`config.mk`:
```
export PLATFORM = sky130hd
export DESIGN_NAME = modbus_sensor_response_checker_top
export DESIGN_NICKNAME = d
export VERILOG_FILES = /design/src/rtl/msrc_pkg.sv /design/src/rtl/msrc_crc16_byte.sv /design/src/rtl/msrc_core.sv /design/src/rtl/modbus_sensor_response_checker_top.sv
export SDC_FILE = /design/constraint.sdc
export NUM_CORES = 1
export LEC_CHECK = 0
export BUFFER_PORTS_ARGS = -buffer_cell sky130_fd_sc_hd__buf_4
export CAP_MARGIN = 20
export CORE_MARGIN = 10
export CORE_UTILIZATION = 30
export CTS_CLUSTER_SIZE = 40
export DETAILED_ROUTE_END_ITERATION = 10
export GPL_TIMING_DRIVEN = 0
export PLACE_DENSITY = 0.45
export SYNTH_ARGS = -nofsm -noshare
export SYNTH_HDL_FRONTEND = slang
export SYNTH_HIERARCHICAL = 1
export SYNTH_SLANG_ARGS = --single-unit
```
`constraint.sdc`:
```
create_clock -name i_clk -period 7.3 [get_ports i_clk]
set_clock_uncertainty 0.2 [all_clocks]
set_input_delay 0.73 -clock i_clk [delete_from_list [all_inputs] [get_ports i_clk]]
set_output_delay 0.73 -clock i_clk [all_outputs]
set_load 0.005 [all_outputs]
```
`src/rtl/msrc_pkg.sv`:
```
// ============================================================================
// Modbus sensor response checker package
// Shared codes, widths, reset values and the result record for the checker.
// ============================================================================
package msrc_pkg;

    // Command codes carried by each input item.
    localparam logic [1:0] CMD_START   = 2'd0;
    localparam logic [1:0] CMD_BYTE    = 2'd1;
    localparam logic [1:0] CMD_TICK    = 2'd2;
    localparam logic [1:0] CMD_RESTART = 2'd3;

    // Phase codes, also used as the state encoding of the poll sequencer.
    localparam logic [1:0] PH_READY = 2'd0;
    localparam logic [1:0] PH_BUSY  = 2'd1;
    localparam logic [1:0] PH_DONE  = 2'd2;

    // Outcome codes.
    localparam logic [1:0] OC_VALID   = 2'd0;
    localparam logic [1:0] OC_TIMEOUT = 2'd1;
    localparam logic [1:0] OC_CRC     = 2'd2;
    localparam logic [1:0] OC_RANGE   = 2'd3;

    localparam int          CFG_W          = 16;
    localparam logic [15:0] CRC_PRESET     = 16'hFFFF;
    localparam logic [15:0] CRC_POLY       = 16'hA001;
    localparam logic [15:0] VALUE_MAX      = 16'h0168;
    localparam logic [7:0]  MIN_FRAME      = 8'd7;
    localparam logic [7:0]  COUNT_MAX      = 8'd255;
    localparam logic [7:0]  VALUE_HI_INDEX = 8'd5;
    localparam logic [7:0]  VALUE_LO_INDEX = 8'd6;
    localparam logic [7:0]  CRC_LAG        = 8'd2;
    localparam logic [CFG_W-1:0] TIMEOUT_RESET = 16'd1000;
    localparam int          TIMER_BITS_DEFAULT = 16;

    typedef struct packed {
        logic [1:0]  phase;
        logic [1:0]  outcome;
        logic [15:0] direction;
        logic        send_request;
    } t_result;

endpackage

```
`src/rtl/msrc_crc16_byte.sv`:
```
// ============================================================================
// CRC-16 byte step
// Folds one byte into a reflected CRC-16 (polynomial 0xA001), eight bit steps.
// ============================================================================
module msrc_crc16_byte (
    input  logic [15:0] i_crc,
    input  logic [7:0]  i_byte,
    output logic [15:0] o_crc
);

    always_comb begin
        logic [15:0] v_crc;
        v_crc = i_crc ^ {8'h00, i_byte};
        for (int k = 0; k < 8; k++) begin
            if (v_crc[0]) begin
                v_crc = (v_crc >> 1) ^ msrc_pkg::CRC_POLY;
            end else begin
                v_crc = v_crc >> 1;
            end
        end
        o_crc = v_crc;
    end

endmodule

```
`src/rtl/msrc_core.sv`:
```
// ============================================================================
// Poll sequencer and frame checker
// Holds the poll state and updates it for one item when fired.
// ============================================================================
module msrc_core #(
    parameter int TIMER_BITS = msrc_pkg::TIMER_BITS_DEFAULT
) (
    input  logic                       i_clk,
    input  logic                       i_rst_n,
    input  logic                       i_fire,
    input  logic [1:0]                 i_cmd,
    input  logic [7:0]                 i_rx_byte,
    input  logic                       i_frame_last,
    input  logic [msrc_pkg::CFG_W-1:0] i_timeout_ticks,
    output msrc_pkg::t_result          o_result
);

    localparam int CMP_W = (TIMER_BITS > msrc_pkg::CFG_W) ? TIMER_BITS : msrc_pkg::CFG_W;

    logic [1:0]            r_phase,   n_phase;
    logic [1:0]            r_outcome, n_outcome;
    logic [15:0]           r_crc,     n_crc;
    logic [7:0]            r_count,   n_count;
    logic [7:0]            r_dly0,    n_dly0;
    logic [7:0]            r_dly1,    n_dly1;
    logic [15:0]           r_value,   n_value;
    logic [TIMER_BITS-1:0] r_tick,    n_tick;
    logic [15:0]           w_crc_step;
    logic                  n_req;

    msrc_crc16_byte u_crc (
        .i_crc  (r_crc),
        .i_byte (r_dly1),
        .o_crc  (w_crc_step)
    );

    always_comb begin
        n_phase   = r_phase;
        n_outcome = r_outcome;
        n_crc     = r_crc;
        n_count   = r_count;
        n_dly0    = r_dly0;
        n_dly1    = r_dly1;
        n_value   = r_value;
        n_tick    = r_tick;
        n_req     = 1'b0;
        case (i_cmd)
            msrc_pkg::CMD_START: begin
                if (r_phase == msrc_pkg::PH_READY) begin
                    n_phase   = msrc_pkg::PH_BUSY;
                    n_outcome = msrc_pkg::OC_TIMEOUT;
                    n_crc     = msrc_pkg::CRC_PRESET;
                    n_count   = '0;
                    n_dly0    = '0;
                    n_dly1    = '0;
                    n_value   = '0;
                    n_tick    = '0;
                    n_req     = 1'b1;
                end
            end
            msrc_pkg::CMD_BYTE: begin
                if (r_phase == msrc_pkg::PH_BUSY) begin
                    // The CRC lags two bytes so the trailing CRC never enters it.
                    if (r_count >= msrc_pkg::CRC_LAG) begin
                        n_crc = w_crc_step;
                    end
                    if (r_count == msrc_pkg::VALUE_HI_INDEX) begin
                        n_value = {i_rx_byte, 8'h00};
                    end else if (r_count == msrc_pkg::VALUE_LO_INDEX) begin
                        n_value = {r_value[15:8], i_rx_byte};
                    end
                    n_count = (r_count == msrc_pkg::COUNT_MAX) ? r_count : r_count + 8'd1;
                    if (i_frame_last) begin
                        if (n_count < msrc_pkg::MIN_FRAME || {i_rx_byte, r_dly0} != n_crc) begin
                            n_outcome = msrc_pkg::OC_CRC;
                        end else if (n_value > msrc_pkg::VALUE_MAX) begin
                            n_outcome = msrc_pkg::OC_RANGE;
                        end else begin
                            n_outcome = msrc_pkg::OC_VALID;
                        end
                        n_phase = msrc_pkg::PH_DONE;
                    end
                    n_dly1 = r_dly0;
                    n_dly0 = i_rx_byte;
                end
            end
            msrc_pkg::CMD_TICK: begin
                if (r_phase == msrc_pkg::PH_BUSY) begin
                    if (r_tick != {TIMER_BITS{1'b1}}) begin
                        n_tick = r_tick + 1'b1;
                    end
                    if (CMP_W'(n_tick) >= CMP_W'(i_timeout_ticks)) begin
                        n_outcome = msrc_pkg::OC_TIMEOUT;
                        n_phase   = msrc_pkg::PH_DONE;
                    end
                end
            end
            default: begin
                n_phase   = msrc_pkg::PH_READY;
                n_outcome = msrc_pkg::OC_TIMEOUT;
                n_crc     = msrc_pkg::CRC_PRESET;
                n_count   = '0;
                n_dly0    = '0;
                n_dly1    = '0;
                n_value   = '0;
                n_tick    = '0;
            end
        endcase
    end

    always_comb begin
        o_result.phase        = n_phase;
        o_result.outcome      = n_outcome;
        o_result.direction    = (n_outcome == msrc_pkg::OC_VALID) ? n_value : 16'h0000;
        o_result.send_request = n_req;
    end

    always_ff @(posedge i_clk) begin
        if (!i_rst_n) begin
            r_phase   <= msrc_pkg::PH_READY;
            r_outcome <= msrc_pkg::OC_TIMEOUT;
            r_crc     <= msrc_pkg::CRC_PRESET;
            r_count   <= '0;
            r_dly0    <= '0;
            r_dly1    <= '0;
            r_value   <= '0;
            r_tick    <= '0;
        end else if (i_fire) begin
            r_phase   <= n_phase;
            r_outcome <= n_outcome;
            r_crc     <= n_crc;
            r_count   <= n_count;
            r_dly0    <= n_dly0;
            r_dly1    <= n_dly1;
            r_value   <= n_value;
            r_tick    <= n_tick;
        end
    end

endmodule

```
`src/rtl/modbus_sensor_response_checker_top.sv`:
```
// ============================================================================
// Modbus sensor response checker, top level
// Input register, poll sequencer with CRC-16 frame check, result register.
// ============================================================================
//
//  Channel  Direction  Handshake                  Payload
//  -------  ---------  -------------------------  -------------------------------
//  in       to block   i_in_valid / o_in_stall    i_cmd, i_rx_byte, i_frame_last
//  out      from block o_out_valid / i_out_stall  o_phase, o_outcome, o_direction,
//                                                 o_send_request
//  cfg      to block   i_cfg_we                   i_cfg_wdata (timeout_ticks)
//
// Every item produces exactly one result item; it passes from the input
// register through the sequencer into the result register.
// One item per cycle is sustained unless the output stalls: the CRC byte step and
// the state update are one short stage between the input and result registers.
// The synchronous active-low reset clears the poll state, empties both
// registers and sets timeout_ticks to 1000.
// A stall on the output holds the result register; the input register then
// keeps one more item, and only when both are full is the input stalled.
module modbus_sensor_response_checker_top #(
    parameter int TIMER_BITS = msrc_pkg::TIMER_BITS_DEFAULT
) (
    input  logic                       i_clk,
    input  logic                       i_rst_n,
    // Input item channel.
    input  logic                       i_in_valid,
    output logic                       o_in_stall,
    input  logic [1:0]                 i_cmd,
    input  logic [7:0]                 i_rx_byte,
    input  logic                       i_frame_last,
    // Result item channel.
    output logic                       o_out_valid,
    input  logic                       i_out_stall,
    output logic [1:0]                 o_phase,
    output logic [1:0]                 o_outcome,
    output logic [15:0]                o_direction,
    output logic                       o_send_request,
    // Configuration write port.
    input  logic                       i_cfg_we,
    input  logic [msrc_pkg::CFG_W-1:0] i_cfg_wdata
);

    // Configuration register.
    logic [msrc_pkg::CFG_W-1:0] r_timeout;

    // Input register.
    logic       r_s1_vld;
    logic [1:0] r_s1_cmd;
    logic [7:0] r_s1_byte;
    logic       r_s1_last;

    // Result register.
    logic              r_o_vld;
    msrc_pkg::t_result r_o_res;
    msrc_pkg::t_result w_res;

    logic w_out_can;
    logic w_s1_fire;
    logic w_in_acc;

    // The result register can take a new result when empty or being drained.
    assign w_out_can  = !r_o_vld || !i_out_stall;
    assign w_s1_fire  = r_s1_vld && w_out_can;
    assign o_in_stall = r_s1_vld && !w_out_can;
    assign w_in_acc   = i_in_valid && !o_in_stall;

    always_ff @(posedge i_clk) begin
        if (!i_rst_n) begin
            r_timeout <= msrc_pkg::TIMEOUT_RESET;
        end else if (i_cfg_we) begin
            r_timeout <= i_cfg_wdata;
        end
    end

    always_ff @(posedge i_clk) begin
        if (!i_rst_n) begin
            r_s1_vld <= 1'b0;
        end else if (w_in_acc) begin
            r_s1_vld <= 1'b1;
        end else if (w_s1_fire) begin
            r_s1_vld <= 1'b0;
        end
    end

    always_ff @(posedge i_clk) begin
        if (w_in_acc) begin
            r_s1_cmd  <= i_cmd;
            r_s1_byte <= i_rx_byte;
            r_s1_last <= i_frame_last;
        end
    end

    // The sequencer commits its state only when the item moves on to the result register.
    msrc_core #(
        .TIMER_BITS (TIMER_BITS)
    ) u_core (
        .i_clk           (i_clk),
        .i_rst_n         (i_rst_n),
        .i_fire          (w_s1_fire),
        .i_cmd           (r_s1_cmd),
        .i_rx_byte       (r_s1_byte),
        .i_frame_last    (r_s1_last),
        .i_timeout_ticks (r_timeout),
        .o_result        (w_res)
    );

    always_ff @(posedge i_clk) begin
        if (!i_rst_n) begin
            r_o_vld <= 1'b0;
        end else if (w_s1_fire) begin
            r_o_vld <= 1'b1;
        end else if (!i_out_stall) begin
            r_o_vld <= 1'b0;
        end
    end

    always_ff @(posedge i_clk) begin
        if (w_s1_fire) begin
            r_o_res <= w_res;
        end
    end

    assign o_out_valid    = r_o_vld;
    assign o_phase        = r_o_res.phase;
    assign o_outcome      = r_o_res.outcome;
    assign o_direction    = r_o_res.direction;
    assign o_send_request = r_o_res.send_request;

    // A held item in the input register is never dropped before it moves on.
    a_s1_hold: assert property (@(posedge i_clk) disable iff (!i_rst_n)
        r_s1_vld && !w_s1_fire |=> r_s1_vld)
        else $error("input register lost an item");

    // A request pulse only ever comes with the busy phase.
    a_req_busy: assert property (@(posedge i_clk) disable iff (!i_rst_n)
        r_o_vld && r_o_res.send_request |-> r_o_res.phase == msrc_pkg::PH_BUSY)
        else $error("request pulse outside busy");

    // A value is reported only with a valid outcome.
    a_dir_zero: assert property (@(posedge i_clk) disable iff (!i_rst_n)
        r_o_vld && r_o_res.outcome != msrc_pkg::OC_VALID |-> r_o_res.direction == 16'h0000)
        else $error("value reported without valid outcome");

    // A valid outcome means a finished poll with an in-range value.
    a_valid_done: assert property (@(posedge i_clk) disable iff (!i_rst_n)
        r_o_vld && r_o_res.outcome == msrc_pkg::OC_VALID |->
            r_o_res.phase == msrc_pkg::PH_DONE && r_o_res.direction <= msrc_pkg::VALUE_MAX)
        else $error("valid outcome inconsistent");

endmodule

```
==> results.txt, run 1 <==
Synth Area per Inst - 8.89 um^2
post-route ant nets - 0
clk buf depth - 2
switching share of power - 23.9%
Final setup viols - 0
share of cells above drive strength 1 - 13.6%
core area - 22500 um^2
ant diodes - 0
Place WS - 2.11 ns
Global Route met2 Usage - 22.8%
Fillers - 2346
Final Hold Fails - 0
cells resized by post-CTS repair - 0
Vias/cell - 5.11
wire per inst - 17.7 um
period utilization - 70.9%
crit path max fanout - 10
Clock power frac - 48.3%
fin crit period - 5.17 ns
initial antenna violation count - 0
switching pwr - 0.402 mW
Post-Syn Area - 6810 um^2
post-synthesis async set-or-reset flop share - 0%
Synth Area in XOR/XNOR - 6.58%
critical path start-end classification - reg -> reg
CP arrival - 5.23 ns
busiest grt layer - met2
Post-CTS Setup Bufs - 0
status - finished, final reports clean
CP Capture Type - flop
final setup TNS - 0 ns
worst endpoint required time - 7.35 ns
die area - 29100 um^2
largest family of logic cells by synthesized area - simple AND/OR/NAND/NOR gates
Port Buffer Count - 53
Peak supply drop - 0.106 mV
H-tree Lvls - 4
mux contribution to synthesized area - 3.12%
final worst slack - 2.13 ns
DRC - 0
Worst-Margin Slew - 0.815 ns
FMAX - 193 MHz
CTS Hold Buffers Added - 0
PwrDens - 206 nW/um^2
RSZ-0062 raised after global routing - false
CP Launch Type - flop
synth unique cells - 71
Comb pwr share - 7.8%
Yosys warnings - 6
GRT Total Usage - 14.2%
Initial DRT Pass Iterations - 5
Layout Nets - 892
Slew Viols, Final - 0
vias in the first global route - 5776
Post-synth EDFFs - 32
Initial DRC Count - 458
GP Congestion - 0.875
TritonCTS buffer count - 17
sequential-to-total area share from yosys stat - 41.7%
Leak - 3.13 nW
Area Overhead vs Synth - 19.9%
GRT met3 Usage - 2.95%
Initial Util - 30.3%
Top Ports - 55
first-pass GRT wire length - 32300 um
cell internal pwr - 1.28 mW
vias post-DR - 5815
cells after synthesis - 766
met1 usage - 18.6%
type of the most critical hold path - reg -> reg
TritonCTS clock tree - built
DRT Wirelength - 20100 um
Die Ht - 171 um
max-cap violation count - 0
Root Driver - clkbuf_16
clock sink count - 126
Clock Latency Late Sink - 0.42 ns
std cell rows - 55
Clock transition at path regs - 0.06 ns
complex-gate fraction of the synthesized area - 18.7%
Synth Flop Type - dfxtp_1
relative slew slack - 45.5%
Die Wd - 171 um
syn_nets - 818
simple-gate share of the synthesized area - 19.9%
DP HPWL - 15100 um
Post-Synth Adder-Cell Area - 3.67%
Seq pwr share - 44.0%
Synth Register Bits - 126
grt total ovfl - 0
largest net degree at the start of global routing - 26
critical path, cell delays in order, from the launching register on:
cell	delay (ns)
dfxtp_1	0.30
clkbuf_1	0.26
and4_1	0.32
and4_1	0.26
nand4_1	0.12
nor3_1	0.28
clkbuf_1	0.45
nor2_1	0.27
nand2_1	0.17
xnor2_1	0.13
ha_1	0.26
a21oi_1	0.15
o21ai_0	0.15
a221oi_1	0.40
o41ai_1	0.22
a211o_1	0.32
a31oi_1	0.25
nand2_4	0.14
buf_12	0.16
nor3_1	0.18
final cells by class:
cell class,count,area (um^2),share of cell area [%]
buffer,54,275,3.37
clock buffer,22,479,5.87
clock inverter,10,82.6,1.01
inverter,40,150,1.84
multi-input combinational,546,3550,43.5
sequential,126,2840,34.8
tap,285,357,4.37
timing repair buffer,55,425,5.21
state kept, by name (all words and copies together), names as in the netlist, 8 cells and up:
signal and cells:
o_direction 16, u_core/r_count 8, r_timeout 16, u_core/r_tick 16
u_core/r_dly1 8, u_core/r_dly0 8, u_core/r_crc 16, r_s1_byte 8
u_core/r_value 16
stage by stage:
step	power [mW]	instances	hold slack [ns]	cell area, um^2	util [%]
4_1_cts	1.71	1138	0.269	8170	36.3
2_1_floorplan	0.832	766	0.241	6810	-
3_5_place_dp	0.888	1106	0.259	7600	33.8
6_report	1.69	1138	0.273	8170	36.3
5_1_grt	1.75	1138	0.271	8170	36.3
3_3_place_gp	0.888	1104	0.258	7560	33.6
synth_stat cells, types with 6 or more instances:
cell type	instances	share of area [%]
dfxtp_1	94	28
nand2_1	66	3.6
nor2_1	66	3.6
a22oi_1	45	5.0
inv_1	40	2.2
clkbuf_1	39	2.1
o21ai_0	36	2.6
a21oi_1	32	2.4
edfxtp_1	32	14
nor3_1	31	2.3
xnor2_1	26	3.3
ha_1	20	3.7
mux2i_1	19	2.8
nor2b_1	19	1.7
o22ai_1	19	1.7
nand3_1	17	1.2
xor2_1	17	2.2
nand2b_1	9	0.83
nand4_1	9	0.83
a22o_1	8	1.0
and3_1	8	0.73
buf_4	6	0.66
nor4_1	6	0.55
o31ai_1	6	0.66
or3_1	6	0.55
worst paths after layout:
| kind | cells past startpoint | slack (ns) | to | from |
|---|---|---|---|---|
| hold reg to reg | 2 | 0.27 | r_timeout[5] | r_timeout[5] |
| hold / removal | 2 | 0.27 | r_timeout[5] | r_timeout[5] |
| setup / recovery | 19 | 2.13 | o_direction[10] | u_core/r_tick[3] |
| setup reg to reg | 19 | 2.13 | o_direction[10] | u_core/r_tick[3] |
routing by layer:
layer | share of wire (%) | vias to the layer above
li1 | - | 2920
met2 | 46 | 116
met5 | 0 | -
met4 | 1.6 | 0
met3 | 4.2 | 20
met1 | 48 | 2759
kinds of logic (layout without fill, tap and decap cells):
| kind of cell | after synthesis | in the layout |
|---|---|---|
| multiplexers | 21 | 21 |
| XOR/XNOR | 47 | 47 |
| AO/OA/AOI/OAI | 190 | 190 |
| AND/OR/NAND/NOR | 268 | 268 |
| buffers and inverters | 94 | 181 |
| adder cells (fa/ha/maj) | 20 | 20 |
| flip-flops | 126 | 126 |
power groups by stage:
| stage | registers [mW] | logic, mW | clock network [mW] |
|---|---|---|---|
| after floorplan | 0.755 | 0.0770 | 0 |
| after global placement | 0.756 | 0.132 | 0 |
| after detailed placement | 0.756 | 0.132 | 0 |
| after CTS | 0.741 | 0.133 | 0.835 |
| after global routing | 0.742 | 0.147 | 0.866 |
| final | 0.741 | 0.131 | 0.813 |
placed cells by master (no fill, tap or decap), types with 26 or more instances in the layout:
cell / count
dfxtp_1: 94
nand2_1: 66
nor2_1: 66
buf_4: 60
a22oi_1: 45
clkbuf_1: 41
inv_1: 40
o21ai_0: 36
a21oi_1: 32
edfxtp_1: 32
nor3_1: 31
xnor2_1: 26
No activity file was read; power rests on OpenSTA's default activity.
==> inputs of run 2 (changes only) <==
==> constraint.sdc (replaced) <==
create_clock -name i_clk -period 5.4 [get_ports i_clk]
set_clock_uncertainty 0.2 [all_clocks]
set_input_delay 0.54 -clock i_clk [delete_from_list [all_inputs] [get_ports i_clk]]
set_output_delay 0.54 -clock i_clk [all_outputs]
set_load 0.005 [all_outputs]
==> run 2 against run 1 <==
Net effect: global-route usage unchanged; core utilization is essentially flat; clock-buffer cell count did not move; cell area about the same; first-iteration DRC count did not move; highest routed layer unchanged; fmax increased by 6.4%; hold slack got worse by 0.18 ns; register-to-register slack lost 1.6 ns; critical path depth is the same; sequential share of layout area about the same; flip-flop and latch count unchanged; largest power group unchanged; via count about the same.
==> results.txt, run 2 (synthesis results as in run 1) <==
CP Launch Type - flop
type of the most critical hold path - in -> reg
Final setup viols - 0
vias post-DR - 5818
critical hold path startpoint - i_rx_byte[7]
Root Driver - clkbuf_16
wire per inst - 17.7 um
Worst Hold Endpoint - r_s1_byte[7]
relative slew slack - 45.5%
DRT Wirelength - 20100 um
most frequent cells in the layout - dfxtp_1 (94), nand2_1 (66), nor2_1 (66), buf_4 (60), a22oi_1 (45)
Clock transition at path regs - 0.06 ns
Die Ht - 171 um
GRT Total Usage - 14.2%
Leak - 3.13 nW
clock sink count - 126
die area - 29100 um^2
final setup TNS - 0 ns
clk buf depth - 2
first-pass GRT wire length - 32300 um
CP Capture Type - flop
worst hold path depth - 1
Initial DRT Pass Iterations - 5
Post-CTS Setup Bufs - 0
crit path max fanout - 10
PwrDens - 279 nW/um^2
GP Congestion - 0.875
Slew Viols, Final - 0
Area Overhead vs Synth - 20.0%
Reg2Reg Setup Slack - 0.54 ns
TritonCTS buffer count - 17
Final Hold Fails - 0
Initial Util - 30.3%
final worst slack - 0.540 ns
vias in the first global route - 5776
DRC - 0
initial antenna violation count - 0
Die Wd - 171 um
reg2reg start - u_core/r_tick[3]
Fillers - 2344
fin crit period - 4.86 ns
std cell rows - 55
core area - 22500 um^2
Comb pwr share - 7.8%
Worst-Margin Slew - 0.815 ns
Critical R2R Capture - o_direction[10]
cell internal pwr - 1.73 mW
Clock power frac - 48.3%
H-tree Lvls - 4
Seq pwr share - 44.0%
switching pwr - 0.543 mW
grt total ovfl - 0
Place WS - 0.211 ns
most common cell after layout, fill and taps aside - dfxtp_1
post-route ant nets - 0
CP arrival - 4.91 ns
cells on worst reg2reg path - 19
Port Buffer Count - 53
RSZ-0062 raised after global routing - false
worst endpoint required time - 5.45 ns
DP HPWL - 15100 um
TritonCTS clock tree - built
critical path start-end classification - reg -> reg
period utilization - 90.0%
Clock Latency Late Sink - 0.42 ns
max-cap violation count - 0
status - finished, final reports clean
Finished Core Util - 36.3%
share of cells above drive strength 1 - 13.7%
Layout Nets - 892
Initial DRC Count - 458
switching share of power - 23.8%
Vias/cell - 5.11
Top Ports - 55
ant diodes - 0
Peak supply drop - 0.143 mV
largest net degree at the start of global routing - 26
FMAX - 206 MHz
run 2: final cells by class:
class / count / area, um^2 / area share, %
timing repair buffer: 55 / 425 / 5.21
sequential: 126 / 2840 / 34.8
clock buffer: 22 / 479 / 5.87
tap: 285 / 357 / 4.37
buffer: 54 / 279 / 3.42
clock inverter: 10 / 82.6 / 1.01
multi-input combinational: 546 / 3550 / 43.5
inverter: 40 / 150 / 1.84
run 2: per-layer routing:
layer / track usage, % / vias up / wire length (um)
li1: - / 2920 / -
met1: 18.6 / 2762 / 9610
met2: 22.8 / 116 / 9340
met3: 2.95 / 20 / 842
met4: 4.54 / 0 / 309
met5: 0 / - / 0
run 2: power groups by stage:
stage | clock network [mW] | logic [mW] | registers (mW)
after floorplan | 0 | 0.104 | 1.02
after global placement | 0 | 0.178 | 1.02
after detailed placement | 0 | 0.179 | 1.02
after CTS | 1.13 | 0.180 | 1.00
after global routing | 1.17 | 0.198 | 1.00
final | 1.10 | 0.177 | 1.00
run 2: worst max-delay path: stages, from the launching register on:
cell and delay [ns]:
dfxtp_1 0.30, clkbuf_1 0.26, and4_1 0.32, and4_1 0.26
nand4_1 0.12, nor3_1 0.28, clkbuf_4 0.29, nor2_1 0.16
nand2_1 0.14, xnor2_1 0.13, ha_1 0.26, a21oi_1 0.15
o21ai_0 0.15, a221oi_1 0.40, o41ai_1 0.22, a211o_1 0.32
a31oi_1 0.25, nand2_4 0.14, buf_12 0.16, nor3_1 0.18
run 2: worst max path at each step:
stage | from | end
floorplan | u_core/r_tick[3] | o_direction[10]
global route | u_core/r_tick[3] | o_direction[11]
CTS | u_core/r_tick[3] | o_direction[14]
detailed placement | u_core/r_tick[3] | o_direction[14]
global placement | i_out_stall | u_core/r_tick[9]
finish | u_core/r_tick[3] | o_direction[10]
run 2: metrics by stage:
| stage | cell area, um^2 | instances | hold slack (ns) | power, mW |
|---|---|---|---|---|
| global placement | 7560 | 1104 | 0.258 | 1.20 |
| detailed placement | 7600 | 1106 | 0.259 | 1.20 |
| CTS | 8170 | 1138 | 0.0786 | 2.31 |
| floorplan | 6810 | 766 | 0.241 | 1.12 |
| finish | 8170 | 1138 | 0.0951 | 2.28 |
| global route | 8170 | 1138 | 0.0811 | 2.37 |
run 2: what timing repair did:
item                                    CTS  global route
endpoints found under the setup margin    0            18
hold buffers                              0             0
gates resized for setup                   0             4
==> inputs of run 3 (changes only) <==
==> constraint.sdc (replaced) <==
create_clock -name i_clk -period 5.4 [get_ports i_clk]
set_clock_uncertainty 0.2 [all_clocks]
set_input_delay 0.27 -clock i_clk [delete_from_list [all_inputs] [get_ports i_clk]]
set_output_delay 0.27 -clock i_clk [all_outputs]
set_load 0.005 [all_outputs]
==> run 3 against run 2 <==
Net effect: cell count increased by 3.8%; sequential power about the same; wire length increased by 2.5%; cell area increased by 5.3%; first-iteration DRC count increased by 8.1%; via count increased by 3.2%; combinational power increased by 16%; critical path depth unchanged; global-route usage increased by 0.35 points; largest power group unchanged; worst setup slack improved by 0.0076 ns; critical endpoint unchanged.
==> results.txt, run 3 (synthesis results as in run 1) <==
Fillers - 2318
type of the most critical hold path - in -> reg
Reg2Reg Setup Slack - 0.55 ns
Leak - 3.32 nW
Initial Util - 30.3%
DP Cell Count - 1106
DP HPWL - 15100 um
switching pwr - 0.549 mW
largest net degree at the start of global routing - 26
worst hold path depth - 3
CP Launch Type - flop
Die Wd - 171 um
crit path max fanout - 10
Worst-Margin Slew - 0.816 ns
relative slew slack - 45.5%
post-route ant nets - 0
Peak supply drop - 0.142 mV
Die Ht - 171 um
CP arrival - 4.90 ns
first-pass GRT wire length - 33200 um
Final Hold Fails - 0
critical hold path startpoint - i_rst_n
RSZ-0062 raised after global routing - false
cell internal pwr - 1.76 mW
TritonCTS clock tree - built
Clock Latency Late Sink - 0.42 ns
vias in the first global route - 5982
clk buf depth - 2
DRC - 0
CP Capture Type - flop
Finished Core Util - 38.2%
Vias/cell - 5.09
worst endpoint required time - 5.45 ns
core area - 22500 um^2
reg2reg start - u_core/r_tick[3]
critical path start-end classification - reg -> reg
ant diodes - 0
DRT Wirelength - 20600 um
std cell rows - 55
Slew Viols, Final - 0
Top Ports - 55
final setup TNS - 0 ns
GRT Total Usage - 14.6%
Port Buffer Count - 53
Comb pwr share - 8.9%
TritonCTS buffer count - 17
Post-CTS Setup Bufs - 0
GP Congestion - 0.875
Seq pwr share - 43.4%
vias post-DR - 6007
period utilization - 89.9%
FMAX - 206 MHz
cells on worst reg2reg path - 19
H-tree Lvls - 4
die area - 29100 um^2
clock sink count - 126
Layout Nets - 935
Initial DRC Count - 495
Clock power frac - 47.6%
Final setup viols - 0
Worst Hold Endpoint - r_timeout[6]
Finished Layout Cells - 1181
switching share of power - 23.8%
Critical R2R Capture - o_direction[10]
max-cap violation count - 0
most common cell after layout, fill and taps aside - dfxtp_1
Area Overhead vs Synth - 26.3%
share of cells above drive strength 1 - 13.1%
initial antenna violation count - 0
PwrDens - 268 nW/um^2
status - finished, final reports clean
Root Driver - clkbuf_16
Initial DRT Pass Iterations - 8
fin crit period - 4.85 ns
Clock transition at path regs - 0.06 ns
grt total ovfl - 0
wire per inst - 17.4 um
most frequent cells in the layout - dfxtp_1 (94), nand2_1 (66), nor2_1 (66), buf_4 (60), a22oi_1 (45)
==> run 3: changes by cell type in the layout (fill, tap and decap cells not counted), sizes merged <==
cell | before | now
dlygate4sd3 | 0 | 43
==> run 3: power groups by stage <==
| stage | clock network [mW] | logic, mW | registers [mW] |
|---|---|---|---|
| floorplan | 0 | 0.104 | 1.02 |
| global placement | 0 | 0.178 | 1.02 |
| detailed placement | 0 | 0.179 | 1.02 |
| CTS | 1.13 | 0.207 | 1.00 |
| global route | 1.17 | 0.229 | 1.00 |
| finish | 1.10 | 0.206 | 1.00 |
==> run 3: routing by layer <==
metal	vias up	routed length [um]	GRT usage, %
met1	2833	9650	18.9
li1	3005	-	-
met5	-	0	0
met3	20	936	2.97
met4	0	309	4.54
met2	149	9700	23.7
==> run 3: worst max path at each step <==
stage / start / end / slack [ns] / cells past startpoint
global placement: i_out_stall / u_core/r_tick[9] / -0.92 / 7
finish: u_core/r_tick[3] / o_direction[10] / 0.55 / 19
CTS: u_core/r_tick[3] / o_direction[14] / 0.18 / 19
global route: u_core/r_tick[3] / o_direction[11] / 0.02 / 19
floorplan: u_core/r_tick[3] / o_direction[10] / 1.15 / 19
detailed placement: u_core/r_tick[3] / o_direction[14] / 0.21 / 19
==> run 3: worst max-delay path, stage by stage (launching register included) <==
cell and delay [ns]:
dfxtp_1 0.30, clkbuf_1 0.25, and4_1 0.32, and4_1 0.26
nand4_1 0.12, nor3_1 0.28, clkbuf_4 0.29, nor2_1 0.16
nand2_1 0.13, xnor2_1 0.13, ha_1 0.26, a21oi_1 0.15
o21ai_0 0.16, a221oi_1 0.40, o41ai_1 0.22, a211o_1 0.32
a31oi_1 0.25, nand2_4 0.14, buf_12 0.16, nor3_1 0.18
==> run 3: per-stage QoR <==
step / hold slack (ns) / power [mW] / setup WS, ns / cell area [um^2]
final: 0.0775 / 2.31 / 0.548 / 8600
after global routing: 0.0856 / 2.40 / 0.0248 / 8600
after CTS: 0.0651 / 2.34 / 0.180 / 8600
after detailed placement: 0.249 / 1.20 / 0.211 / 7600
after global placement: 0.249 / 1.20 / -0.925 / 7560
after floorplan: 0.169 / 1.12 / 1.15 / 6810
==> run 3: area by class of cell <==
cell class / count / area (um^2) / share of cell area [%]
buffer: 54 / 279 / 3.24
multi-input combinational: 546 / 3550 / 41.3
tap: 285 / 357 / 4.15
timing repair buffer: 98 / 856 / 9.95
inverter: 40 / 150 / 1.75
clock buffer: 22 / 479 / 5.57
clock inverter: 10 / 82.6 / 0.960
sequential: 126 / 2840 / 33.1
==> run 3: what timing repair did <==
| item | in CTS | in global routing |
|---|---|---|
| resized for setup | 0 | 4 |
| setup endpoints to repair | 0 | 18 |
| hold endpoints to repair | 29 | 0 |
| hold buffers | 43 | 0 |
